==> config.mk <==
export PLATFORM = sky130hd
export DESIGN_NAME = ordered_value_list_engine_top
export DESIGN_NICKNAME = d
export VERILOG_FILES = /design/src/rtl/ovle_pkg.sv /design/src/rtl/ordered_value_list_engine_top.sv
export SDC_FILE = /design/constraint.sdc
export NUM_CORES = 1
export LEC_CHECK = 0
export BUFFER_PORTS_ARGS = -buffer_cell sky130_fd_sc_hd__buf_4
export CAP_MARGIN = 20
export CORE_MARGIN = 2
export CORE_UTILIZATION = 40
export DETAILED_ROUTE_END_ITERATION = 10
export SYNTH_ARGS = -nofsm -noshare
export SYNTH_HDL_FRONTEND = slang
export SYNTH_SLANG_ARGS = --single-unit
==> constraint.sdc <==
create_clock -name clk_i -period 6.4 [get_ports clk_i]
set_input_delay 0.96 -clock clk_i [delete_from_list [all_inputs] [get_ports clk_i]]
set_output_delay 0.96 -clock clk_i [all_outputs]
set_load 0.01 [all_outputs]
==> src/rtl/ovle_pkg.sv <==
// ---------------------------------------------------------------------------
// Ordered value list engine - shared definitions
// Depth, widths, operation and status codes used by the list engine.
// ---------------------------------------------------------------------------
`default_nettype none

package ovle_pkg;

  localparam int DEPTH   = 16;
  localparam int DATA_W  = 32;
  localparam int POS_W   = 4;
  localparam int ADDR_W  = (DEPTH > 1) ? $clog2(DEPTH) : 1;
  localparam int CNT_W   = $clog2(DEPTH + 1);
  // show never emits more than sixteen results
  localparam int SHOW_N  = (DEPTH < 16) ? DEPTH : 16;

  localparam int IN_TDATA_W  = ((2 * DATA_W + 7) / 8) * 8;
  localparam int OUT_TDATA_W = ((DATA_W + POS_W + 7) / 8) * 8;
  localparam int OUT_PAD_W   = OUT_TDATA_W - DATA_W - POS_W;

  typedef enum logic [2:0] {
    OP_APPEND = 3'd0,
    OP_SEARCH = 3'd1,
    OP_MODIFY = 3'd2,
    OP_DELETE = 3'd3,
    OP_SHOW   = 3'd4
  } op_e;

  typedef enum logic [1:0] {
    STS_OK        = 2'd0,
    STS_NOT_FOUND = 2'd1,
    STS_EMPTY     = 2'd2,
    STS_FULL      = 2'd3
  } status_e;

endpackage

`default_nettype wire

==> src/rtl/ordered_value_list_engine_top.sv <==
// ---------------------------------------------------------------------------
// Ordered value list engine
// Ordered list of signed values in a single-port-read memory: append,
// search, modify, delete with gap closing, and show of every entry.
// ---------------------------------------------------------------------------
//
//  channel   direction  tuser              tdata                    tlast
//  s_axis    in         operation [2:0]    key_value, replacement   -
//  m_axis    out        status [1:0]       entry_value, position    last result
//
//  Append and the empty, full and unknown cases go straight to S_RESP,
//  which loads the result. Search and modify issue one memory read a cycle,
//  each entry compared in the cycle after its read. Delete then closes the
//  gap, each read of the memory behind the match feeding a write one
//  position lower.
//  Show issues one read a cycle and emits up to sixteen results back to back.
//  Reset clears the entry count; memory contents are never read before they
//  are written. A stalled result holds the engine; a request is taken once
//  the previous one has placed all its results in the output register.
// ---------------------------------------------------------------------------
`default_nettype none

module ordered_value_list_engine_top
  import ovle_pkg::*;
(
  input  wire logic                    clk_i,
  input  wire logic                    rst_ni,
  // request channel
  input  wire logic                    s_axis_tvalid_i,
  output logic                         s_axis_tready_o,
  input  wire logic [2:0]              s_axis_tuser_i,   // [2:0] operation
  input  wire logic [IN_TDATA_W-1:0]   s_axis_tdata_i,   // [31:0] key_value, [63:32] replacement
  // result channel
  output logic                         m_axis_tvalid_o,
  input  wire logic                    m_axis_tready_i,
  output logic [1:0]                   m_axis_tuser_o,   // [1:0] status
  output logic [OUT_TDATA_W-1:0]       m_axis_tdata_o,   // [31:0] entry_value, [35:32] position
  output logic                         m_axis_tlast_o
);

  typedef enum logic [2:0] {
    S_IDLE,
    S_SCAN,
    S_SHIFT,
    S_SHOW,
    S_RESP
  } state_e;

  state_e              state_q, state_d;
  op_e                 op_q, op_d;
  logic [DATA_W-1:0]   key_q, key_d;
  logic [DATA_W-1:0]   repl_q, repl_d;
  logic [CNT_W-1:0]    cnt_q, cnt_d;
  logic [CNT_W-1:0]    rd_ptr_q, rd_ptr_d;
  logic [CNT_W-1:0]    wr_ptr_q, wr_ptr_d;
  logic                vld_q, vld_d;
  status_e             res_status_q, res_status_d;
  logic [POS_W-1:0]    res_pos_q, res_pos_d;

  logic                out_vld_q, out_vld_d;
  status_e             out_status_q, out_status_d;
  logic [DATA_W-1:0]   out_value_q, out_value_d;
  logic [POS_W-1:0]    out_pos_q, out_pos_d;
  logic                out_last_q, out_last_d;

  logic [DATA_W-1:0]   mem_q [DEPTH];
  logic [DATA_W-1:0]   rdata_q;
  logic                mem_we, mem_re;
  logic [ADDR_W-1:0]   mem_waddr, mem_raddr;
  logic [DATA_W-1:0]   mem_wdata;

  logic                req_acc;
  logic                can_load;
  logic                hit;
  logic                issue;
  logic [CNT_W-1:0]    show_n;
  op_e                 req_op;

  assign req_acc  = s_axis_tvalid_i && s_axis_tready_o;
  assign can_load = !out_vld_q || m_axis_tready_i;
  assign hit      = vld_q && (rdata_q == key_q);
  assign show_n   = (cnt_q < CNT_W'(SHOW_N)) ? cnt_q : CNT_W'(SHOW_N);
  assign req_op   = op_e'(s_axis_tuser_i);

  // List store: one write and one registered read per cycle. Writes always
  // land below the pending read address, so no forwarding is needed.
  always_ff @(posedge clk_i) begin
    if (mem_we) begin
      mem_q[mem_waddr] <= mem_wdata;
    end
    if (mem_re) begin
      rdata_q <= mem_q[mem_raddr];
    end
  end

  always_comb begin
    state_d      = state_q;
    op_d         = op_q;
    key_d        = key_q;
    repl_d       = repl_q;
    cnt_d        = cnt_q;
    rd_ptr_d     = rd_ptr_q;
    wr_ptr_d     = wr_ptr_q;
    vld_d        = vld_q;
    res_status_d = res_status_q;
    res_pos_d    = res_pos_q;
    out_vld_d    = out_vld_q;
    out_status_d = out_status_q;
    out_value_d  = out_value_q;
    out_pos_d    = out_pos_q;
    out_last_d   = out_last_q;
    mem_we       = 1'b0;
    mem_waddr    = '0;
    mem_wdata    = '0;
    mem_re       = 1'b0;
    mem_raddr    = '0;
    issue        = 1'b0;

    if (out_vld_q && m_axis_tready_i) begin
      out_vld_d = 1'b0;
    end

    case (state_q)
      S_IDLE: begin
        if (req_acc) begin
          op_d      = req_op;
          key_d     = s_axis_tdata_i[DATA_W-1:0];
          repl_d    = s_axis_tdata_i[2*DATA_W-1:DATA_W];
          rd_ptr_d  = '0;
          vld_d     = 1'b0;
          res_pos_d = '0;
          case (req_op)
            OP_APPEND: begin
              state_d = S_RESP;
              if (cnt_q >= CNT_W'(DEPTH)) begin
                res_status_d = STS_FULL;
              end else begin
                mem_we       = 1'b1;
                mem_waddr    = cnt_q[ADDR_W-1:0];
                mem_wdata    = s_axis_tdata_i[DATA_W-1:0];
                res_status_d = STS_OK;
                res_pos_d    = POS_W'(cnt_q);
                cnt_d        = cnt_q + CNT_W'(1);
              end
            end
            OP_SEARCH, OP_MODIFY, OP_DELETE: begin
              if (cnt_q == '0) begin
                res_status_d = STS_EMPTY;
                state_d      = S_RESP;
              end else begin
                state_d = S_SCAN;
              end
            end
            OP_SHOW: begin
              if (cnt_q == '0) begin
                res_status_d = STS_EMPTY;
                state_d      = S_RESP;
              end else begin
                state_d = S_SHOW;
              end
            end
            default: begin
              res_status_d = STS_NOT_FOUND;
              state_d      = S_RESP;
            end
          endcase
        end
      end

      S_SCAN: begin
        // read one entry a cycle, compare the one read last cycle
        issue = (rd_ptr_q < cnt_q) && !hit;
        if (issue) begin
          mem_re    = 1'b1;
          mem_raddr = rd_ptr_q[ADDR_W-1:0];
          rd_ptr_d  = rd_ptr_q + CNT_W'(1);
          wr_ptr_d  = rd_ptr_q;
        end
        vld_d = issue;
        if (hit) begin
          res_status_d = STS_OK;
          res_pos_d    = POS_W'(wr_ptr_q);
          case (op_q)
            OP_MODIFY: begin
              mem_we    = 1'b1;
              mem_waddr = wr_ptr_q[ADDR_W-1:0];
              mem_wdata = repl_q;
              state_d   = S_RESP;
            end
            OP_DELETE: begin
              rd_ptr_d = wr_ptr_q + CNT_W'(1);
              wr_ptr_d = wr_ptr_q;
              vld_d    = 1'b0;
              state_d  = S_SHIFT;
            end
            default: begin
              state_d = S_RESP;
            end
          endcase
        end else if (vld_q && (wr_ptr_q == cnt_q - CNT_W'(1))) begin
          res_status_d = STS_NOT_FOUND;
          res_pos_d    = '0;
          state_d      = S_RESP;
        end
      end

      S_SHIFT: begin
        // close the gap: entry i+1 moves down to i
        issue = rd_ptr_q < cnt_q;
        if (issue) begin
          mem_re    = 1'b1;
          mem_raddr = rd_ptr_q[ADDR_W-1:0];
          rd_ptr_d  = rd_ptr_q + CNT_W'(1);
        end
        vld_d = issue;
        if (vld_q) begin
          mem_we    = 1'b1;
          mem_waddr = wr_ptr_q[ADDR_W-1:0];
          mem_wdata = rdata_q;
          wr_ptr_d  = wr_ptr_q + CNT_W'(1);
        end
        if (!issue && !vld_q) begin
          cnt_d   = cnt_q - CNT_W'(1);
          state_d = S_RESP;
        end
      end

      S_SHOW: begin
        // vld_q marks read data waiting for the output register
        if (vld_q && can_load) begin
          out_vld_d    = 1'b1;
          out_status_d = STS_OK;
          out_value_d  = rdata_q;
          out_pos_d    = POS_W'(wr_ptr_q);
          out_last_d   = (wr_ptr_q + CNT_W'(1)) == show_n;
          vld_d        = 1'b0;
          if ((wr_ptr_q + CNT_W'(1)) == show_n) begin
            state_d = S_IDLE;
          end
        end
        issue = (rd_ptr_q < show_n) && (!vld_q || can_load);
        if (issue) begin
          mem_re    = 1'b1;
          mem_raddr = rd_ptr_q[ADDR_W-1:0];
          rd_ptr_d  = rd_ptr_q + CNT_W'(1);
          wr_ptr_d  = rd_ptr_q;
          vld_d     = 1'b1;
        end
      end

      S_RESP: begin
        if (can_load) begin
          out_vld_d    = 1'b1;
          out_status_d = res_status_q;
          out_value_d  = '0;
          out_pos_d    = res_pos_q;
          out_last_d   = 1'b1;
          state_d      = S_IDLE;
        end
      end

      default: begin
        state_d = S_IDLE;
      end
    endcase
  end

  always_ff @(posedge clk_i or negedge rst_ni) begin
    if (!rst_ni) begin
      state_q      <= S_IDLE;
      op_q         <= OP_APPEND;
      key_q        <= '0;
      repl_q       <= '0;
      cnt_q        <= '0;
      rd_ptr_q     <= '0;
      wr_ptr_q     <= '0;
      vld_q        <= 1'b0;
      res_status_q <= STS_OK;
      res_pos_q    <= '0;
      out_vld_q    <= 1'b0;
      out_status_q <= STS_OK;
      out_value_q  <= '0;
      out_pos_q    <= '0;
      out_last_q   <= 1'b0;
    end else begin
      state_q      <= state_d;
      op_q         <= op_d;
      key_q        <= key_d;
      repl_q       <= repl_d;
      cnt_q        <= cnt_d;
      rd_ptr_q     <= rd_ptr_d;
      wr_ptr_q     <= wr_ptr_d;
      vld_q        <= vld_d;
      res_status_q <= res_status_d;
      res_pos_q    <= res_pos_d;
      out_vld_q    <= out_vld_d;
      out_status_q <= out_status_d;
      out_value_q  <= out_value_d;
      out_pos_q    <= out_pos_d;
      out_last_q   <= out_last_d;
    end
  end

  assign s_axis_tready_o = (state_q == S_IDLE);
  assign m_axis_tvalid_o = out_vld_q;
  assign m_axis_tuser_o  = out_status_q;
  assign m_axis_tdata_o  = {{OUT_PAD_W{1'b0}}, out_pos_q, out_value_q};
  assign m_axis_tlast_o  = out_last_q;

  // entry count stays within the store
  assert property (@(posedge clk_i) disable iff (!rst_ni)
    cnt_q <= CNT_W'(DEPTH))
    else $error("entry count beyond depth");

  // reads only touch entries that hold list data
  assert property (@(posedge clk_i) disable iff (!rst_ni)
    mem_re |-> (CNT_W'(mem_raddr) < cnt_q))
    else $error("read beyond list tail");

  // an append on a list with room grows it by one
  assert property (@(posedge clk_i) disable iff (!rst_ni)
    (req_acc && (req_op == OP_APPEND) && (cnt_q < CNT_W'(DEPTH)))
      |=> (cnt_q == $past(cnt_q) + CNT_W'(1)))
    else $error("append did not grow the list");

endmodule

`default_nettype wire
[Word level (Yosys, flattened, before mapping)]
Memory sizes are Yosys's and may differ from the RTL's. A register that Yosys moved wholly into a read port is not among the register bits.
Cells that the tools add are included.
Storage, ports and cells
  logic and storage cells: 179
  bits in registers: 132
  memories: 1
  input bits: 71
  bits in writable memories: 512
  output and inout port bits: 45
Memory list
  mem_q: words 16, width 32, read ports 1, clocked after memory_dff 1, write ports 1, RTL line ordered_value_list_engine_top.sv:66  | logic [DATA_W-1:0] mem_q [DEPTH];
Operators by class
  eq/ne operators: 27
  reductions and logical operators: 33
  multiplexer cells: 95
  $lt $le $gt $ge: 4
  add/subtract/negate cells: 4
Operators with widths (number)
  $mux W32: 8
  $pmux W32 S3: 1
  $mux W5: 16
  $pmux W32 S2: 1
  $mux W4: 14
  $eq A32 B32 Y1: 1
  $mux W3: 10
  $pmux W4 S3: 2
  $mux W1: 21
  $pmux W5 S4: 1
  $eq A3 B2 Y1 const B: 6
  $ne A2 B2 Y1 const B: 8
  $pmux W4 S2: 2
  $add A5 B1 Y5 const B: 3
  $pmux W3 S5: 1
  $pmux W5 S3: 1
  $mux W2: 7
  $pmux W2 S2: 3
  $reduce_and A4 Y1: 3
  $eq A5 B5 Y1: 2
  $lt A5 B5 Y1: 2
  $pmux W5 S2: 1
  $ne A3 B3 Y1 const B: 3
  $reduce_and A3 Y1: 3
  other kinds (24): 43

[Logic depth before layout (Yosys ltp)]
  depth in word-level cells: 8
  depth in mapped cells: 15
  mapped depth without buffers: 12

[Least setup slack after synthesis]
No wires, ideal clock.
  kind: register to register
  from: reg cnt_q[1]
  to: reg rdata_q[21], read port of mem_q, data pin
  cell stages (with the launch flop): 14
  clock period less this slack: 4.412 ns
  arrival: 4.153 ns
  setup slack: 1.988 ns
  buffers on the path: 2
  setup time: 0.259 ns
  data required time: 6.141 ns
  cells stage by stage: dfrtp_1 clkbuf_1 inv_1 ha_1 o211ai_1 o21ai_0 a21oi_1 nand3_1 a2bb2oi_4 nor2_1 o21ai_1 clkbuf_1 a22oi_1 nand2_1
On the way
  longest elaborated chain between the ends: 6
  elaborated cells on any way between the ends: 14
  classes of those cells: order compare: 3; mux: 9; reduce/logical: 2
RTL lines
  start: declaration: RTL line ordered_value_list_engine_top.sv:53  | logic [CNT_W-1:0] cnt_q, cnt_d;
  start signal: assignment: RTL line ordered_value_list_engine_top.sv:290  | cnt_q <= cnt_d;
  $lt A5 B5 Y1: RTL line ordered_value_list_engine_top.sv:82  | assign show_n = (cnt_q < CNT_W'(SHOW_N)) ? cnt_q : CNT_W'(SHOW_N);
  $mux W5: RTL line ordered_value_list_engine_top.sv:82
  $lt A5 B5 Y1: RTL line ordered_value_list_engine_top.sv:241  | issue = (rd_ptr_q < show_n) && (!vld_q || can_load);
  $logic_and A1 B1 Y1: RTL line ordered_value_list_engine_top.sv:241
  $mux W1: RTL line ordered_value_list_engine_top.sv:242  | if (issue) begin
  $pmux W1 S3 *: RTL line ordered_value_list_engine_top.sv:123  | case (state_q)
  via mem_re: RTL line ordered_value_list_engine_top.sv:68  | logic mem_we, mem_re;
  end: declaration: RTL line ordered_value_list_engine_top.sv:67  | logic [DATA_W-1:0] rdata_q;
The timed path passes the listed nets; every way through them passes the cells marked *.
A chain may end at the register's enable or synchronous reset.

[Worst setup path in the final report]
  from: reg rdata_q[14], read port of mem_q
  to: mem mem_q[3][2], enable pin
On the way
  longest elaborated chain between the ends: 6
  elaborated cells on any way between the ends: 8
  classes of those cells: eq/ne: 1; mux: 6; reduce/logical: 1
RTL lines
  $eq A32 B32 Y1 *: RTL line ordered_value_list_engine_top.sv:81  | assign hit = vld_q && (rdata_q == key_q);
  $logic_and A1 B1 Y1 *: RTL line ordered_value_list_engine_top.sv:81
  $mux W1: RTL line ordered_value_list_engine_top.sv:180  | if (hit) begin
  $pmux W1 S3: RTL line ordered_value_list_engine_top.sv:123
  $mux W1: RTL line ordered_value_list_engine_top.sv:88  | if (mem_we) begin
  $mux W1 (not written as such): RTL line ordered_value_list_engine_top.sv:89  | mem_q[mem_waddr] <= mem_wdata;
  end: declaration: RTL line ordered_value_list_engine_top.sv:66
Mark *: on every way between the ends. The rest lies on a longest branch, timed or not.

==> impl_metrics.py <==
metrics = {
    "power_and_ir_drop": {
        "cell_internal_pwr_mw": 9.02,
        "post-layout-total-power_mw": 13.0,
        "p_comb_share_pct": 21.7,
        "static-leakage-power_nw": 10.9,
        "seqPwrFrac_pct": 45.7,
        "clock_power_share_pct": 32.6,
        "powerDensity_nw_per_um2": 408,
        "switching_share_pct": 30.7,
        "p_sw_mw": 3.99,
        "irDropWorstVdd_mv": 0.208,
    },
    "cts": {
        "path_clk_slew_ps": 60,
        "clk_path_buf_depth": 3,
        "quantity_of_gates_resized_following_cts": 0,
        "post-cts-setup-buffer-count": 0,
        "cts_inserted_buffers": 74,
        "cts_hold_buffers": 0,
        "number_of_sinks_driven_by_the_clock_tree": 676,
        "ctsHtreeMaxLevel": 3,
        "clock-root-buffer": "clkbuf_16",
        "tritoncts": "yes",
        "clock_insertion_delay_at_the_later_pin_of_the_skew_report_ps": 640,
    },
    "sta": {
        "final_min_period_over_clock_period_pct": 79.6,
        "max_freq_ghz": 0.196,
        "grt_setup_unrepaired": "no",
        "totalNegativeSetupSlack_ps": 0,
        "transition_time_of_the_tightest_slew_check_pin_ps": 1110,
        "worst_clock_skew_ps": 53.2,
        "final_max_tran_viols": 0,
        "fin_ws_ps": 1300,
        "setup_viol": 0,
        "slew_headroom_pct": 25.9,
        "timing.final.crit_period_ps": 5100,
        "hold_viol": 0,
        "finalHoldWorstSlack_ps": 476,
    },
    "yosys": {
        "ys_async_sr_fraction_pct": 19.5,
        "netlist_instances": 1557,
        "synth.distinct_cells": 55,
        "synthesis.area_per_instance_um2": 17.5,
        "yosysSeqAreaShare_pct": 72.2,
        "yosysWarnings": 0,
        "ys_seq_elements": 676,
        "synth_top_flop_cell": "edfxtp_1",
        "synth-edff-count": 544,
        "synthesis.area_um2": 27200,
    },
    "route": {
        "avgViaCountPerCell": 5.75,
        "detail-route-antenna-nets": 0,
        "drt-wirelength-per-cell_um": 27.0,
        "drc_errors": 0,
        "first_pass_iters": 5,
        "vias": 15200,
        "total_routed_wirelength_um": 71400,
        "detail_route.iter0.violations": 1417,
    },
    "critical_path": {
        "worst_r2r_endpoint": "mem_q[3][2]$_DFFE_PP_",
        "timing.reg2reg.setup_slack_ps": 1300,
        "worst_setup_path_start_kind": "register",
        "crit_path_end_kind": "register",
        "cp_common_cell": "buf_4",
        "timing.critical_path.slowest_stage_cell": "nor2_4",
        "r2r-start": "rdata_q[14]$_DFFE_PP_",
        "worst_path_largest_cell_delay_ps": 750,
        "arrival_worst_endpoint_ps": 5410,
        "crit_path_max_fanout": 33,
        "r2r.worst_path.cells": 11,
        "cp_cell_sequence": "xnor2_1 > nand4_1 > nor4_1 > and4_1 > nand3_2 > buf_4 > nand2b_1 > nor2b_1 > a32oi_1 > nor2_4 > buf_4",
        "worst-setup-path-type": "register to register",
        "timing.critical_path.required_ps": 6710,
    },
    "run_status": {
        "outcome": "finished clean",
    },
    "grt": {
        "grt-ovfl-total": 0,
        "grt_util_all_layers_pct": 20.7,
        "first_global_vias": 15600,
        "grt_start_max_net_pins": 96,
        "grt_pass1_wl_um": 106000,
        "antenna_violations_before_repair": 2,
    },
    "finish": {
        "antennaDiodeCount": 0,
        "final_core_utilization_pct": 47.4,
        "layout.nets": 1798,
        "area_of_the_multi_input_gates_um2": 7120,
        "mostFrequentLayoutCells": "edfxtp_1 (544), buf_4 (169), dfrtp_1 (132)",
        "fillerInstances": 5650,
        "seq_area_um2": 19600,
        "final_area_um2": 31900,
        "layout.cells.non_filler": 2649,
        "layout-drive-gt1-share_pct": 27.1,
        "mostFrequentLayoutCell": "edfxtp_1",
        "area_delta_synth_final_pct": 17.2,
    },
    "die": {
        "die-area_um2": 70100,
        "chipHeight_um": 265,
        "initial_core_utilization_pct": 40.4,
        "fp.coreArea_um2": 67300,
        "ioPinCount": 116,
        "std_cell_rows": 95,
        "die_x_um": 265,
    },
    "placement": {
        "dpl_worst_slack_ps": 1460,
        "placement.io_buffers": 111,
        "post_dp_cell_area_um2": 29400,
        "dpl.cell_count": 2507,
        "dp.final_hpwl_um": 43500,
        "place.gp.congestion": 0.887,
    },
    "min_path": {
        "holdCritPathClass": "input pin to async pin",
    },
    "flow_run": {
        "max_cap_violations": 0,
    },
}
[cell families after synthesis]
group                    Yosys count  share of synthesized area (%)
multiplexers                     173                           12.4
adder cells (fa/ha/maj)           12                          0.552
other                              1                         0.0138
buffers and inverters            140                           2.34
flip-flops                       676                           72.2
XOR/XNOR                          50                           1.61
AND/OR/NAND/NOR                  221                           3.74
AO/OA/AOI/OAI                    284                           7.09
[flip-flops by register name (all words and copies together), names as in the netlist]
| signal | count |
|---|---|
| rdata_q | 32 |
| state_q | 3 |
| mem_q | 512 |
| out_value_q | 32 |
| op_q | 3 |
| cnt_q | 5 |
| vld_q | 1 |
| res_status_q | 2 |
| m_axis_tlast_o | 1 |
| rd_ptr_q | 5 |
| m_axis_tuser_o | 2 |
| repl_q | 32 |
| res_pos_q | 4 |
| out_pos_q | 4 |
| key_q | 32 |
| m_axis_tvalid_o | 1 |
| wr_ptr_q | 5 |
[cells in the mapped netlist, types with 3 or more instances]
master	number	area, µm²
edfxtp_1	544	16300
dfrtp_1	132	3300
mux4_2	128	2880
nand2_1	102	383
a22oi_1	97	728
o21ai_0	87	435
clkbuf_1	75	282
nor2_1	48	180
inv_1	42	158
mux2_2	39	439
xnor2_1	38	333
a22o_1	37	324
a21oi_1	21	105
nand3_1	13	65.1
ha_1	12	150
xor2_1	12	105
a31oi_1	11	68.8
buf_4	10	75.1
buf_6	9	101
nand4_1	8	50.1
nor3b_1	8	60.1
nor3_1	7	35.0
mux2i_1	6	60.1
nand2b_1	6	37.5
a21o_1	5	37.5
and2_1	5	31.3
nor4_1	5	31.3
a32oi_1	4	35.0
and3_1	4	25.0
buf_2	4	20.0
o31ai_1	4	30.0
nor2b_1	3	18.8
o221ai_1	3	26.3
[per-layer routing]
| metal | up-vias | part of all wire [%] | track usage (%) |
|---|---|---|---|
| met4 | 2 | 2.1 | 5.21 |
| met3 | 104 | 7.8 | 3.99 |
| met1 | 7970 | 43 | 29.7 |
| met2 | 674 | 47 | 32.6 |
| met5 | - | 0.013 | 0 |
| li1 | 6477 | - | - |
[how the worst max path moves through the flow]
stage / from / to
2_1_floorplan: cnt_q[1]$_DFFE_PN0P_ / rdata_q[21]$_DFFE_PP_
3_3_place_gp: cnt_q[3]$_DFFE_PN0P_ / rdata_q[8]$_DFFE_PP_
3_5_place_dp: rdata_q[11]$_DFFE_PP_ / mem_q[3][6]$_DFFE_PP_
4_1_cts: rdata_q[11]$_DFFE_PP_ / mem_q[3][2]$_DFFE_PP_
5_1_grt: cnt_q[4]$_DFFE_PN0P_ / rdata_q[7]$_DFFE_PP_
6_report: rdata_q[14]$_DFFE_PP_ / mem_q[3][2]$_DFFE_PP_
[power by group through the flow]
stage / Clock, mW / Sequential (mW) / Combinational [mW]
final: 4.25 / 5.94 / 2.82
after global routing: 4.50 / 6.01 / 3.05
after CTS: 4.31 / 5.94 / 2.85
after detailed placement: 0 / 6.02 / 2.84
after global placement: 0 / 6.01 / 2.82
after floorplan: 0 / 5.82 / 1.76
[layout make-up]
class,count,area share [%]
clock inverters,46,1.55
clock buffers,91,6.11
multi-input cells,744,22.3
flip-flops and latches,676,61.6
repair buffers,177,4.46
well taps,873,3.43
inverters,42,0.495
[critical path, delay by kind of cell (launching register included)]
kind | cells | cell delay [ps]
AO/OA/AOI/OAI | 1 | 250
AND/OR/NAND/NOR | 7 | 2810
flip-flops | 1 | 470
buffers and inverters | 2 | 750
XOR/XNOR | 1 | 470
No activity file was read; power rests on OpenSTA's default activity.
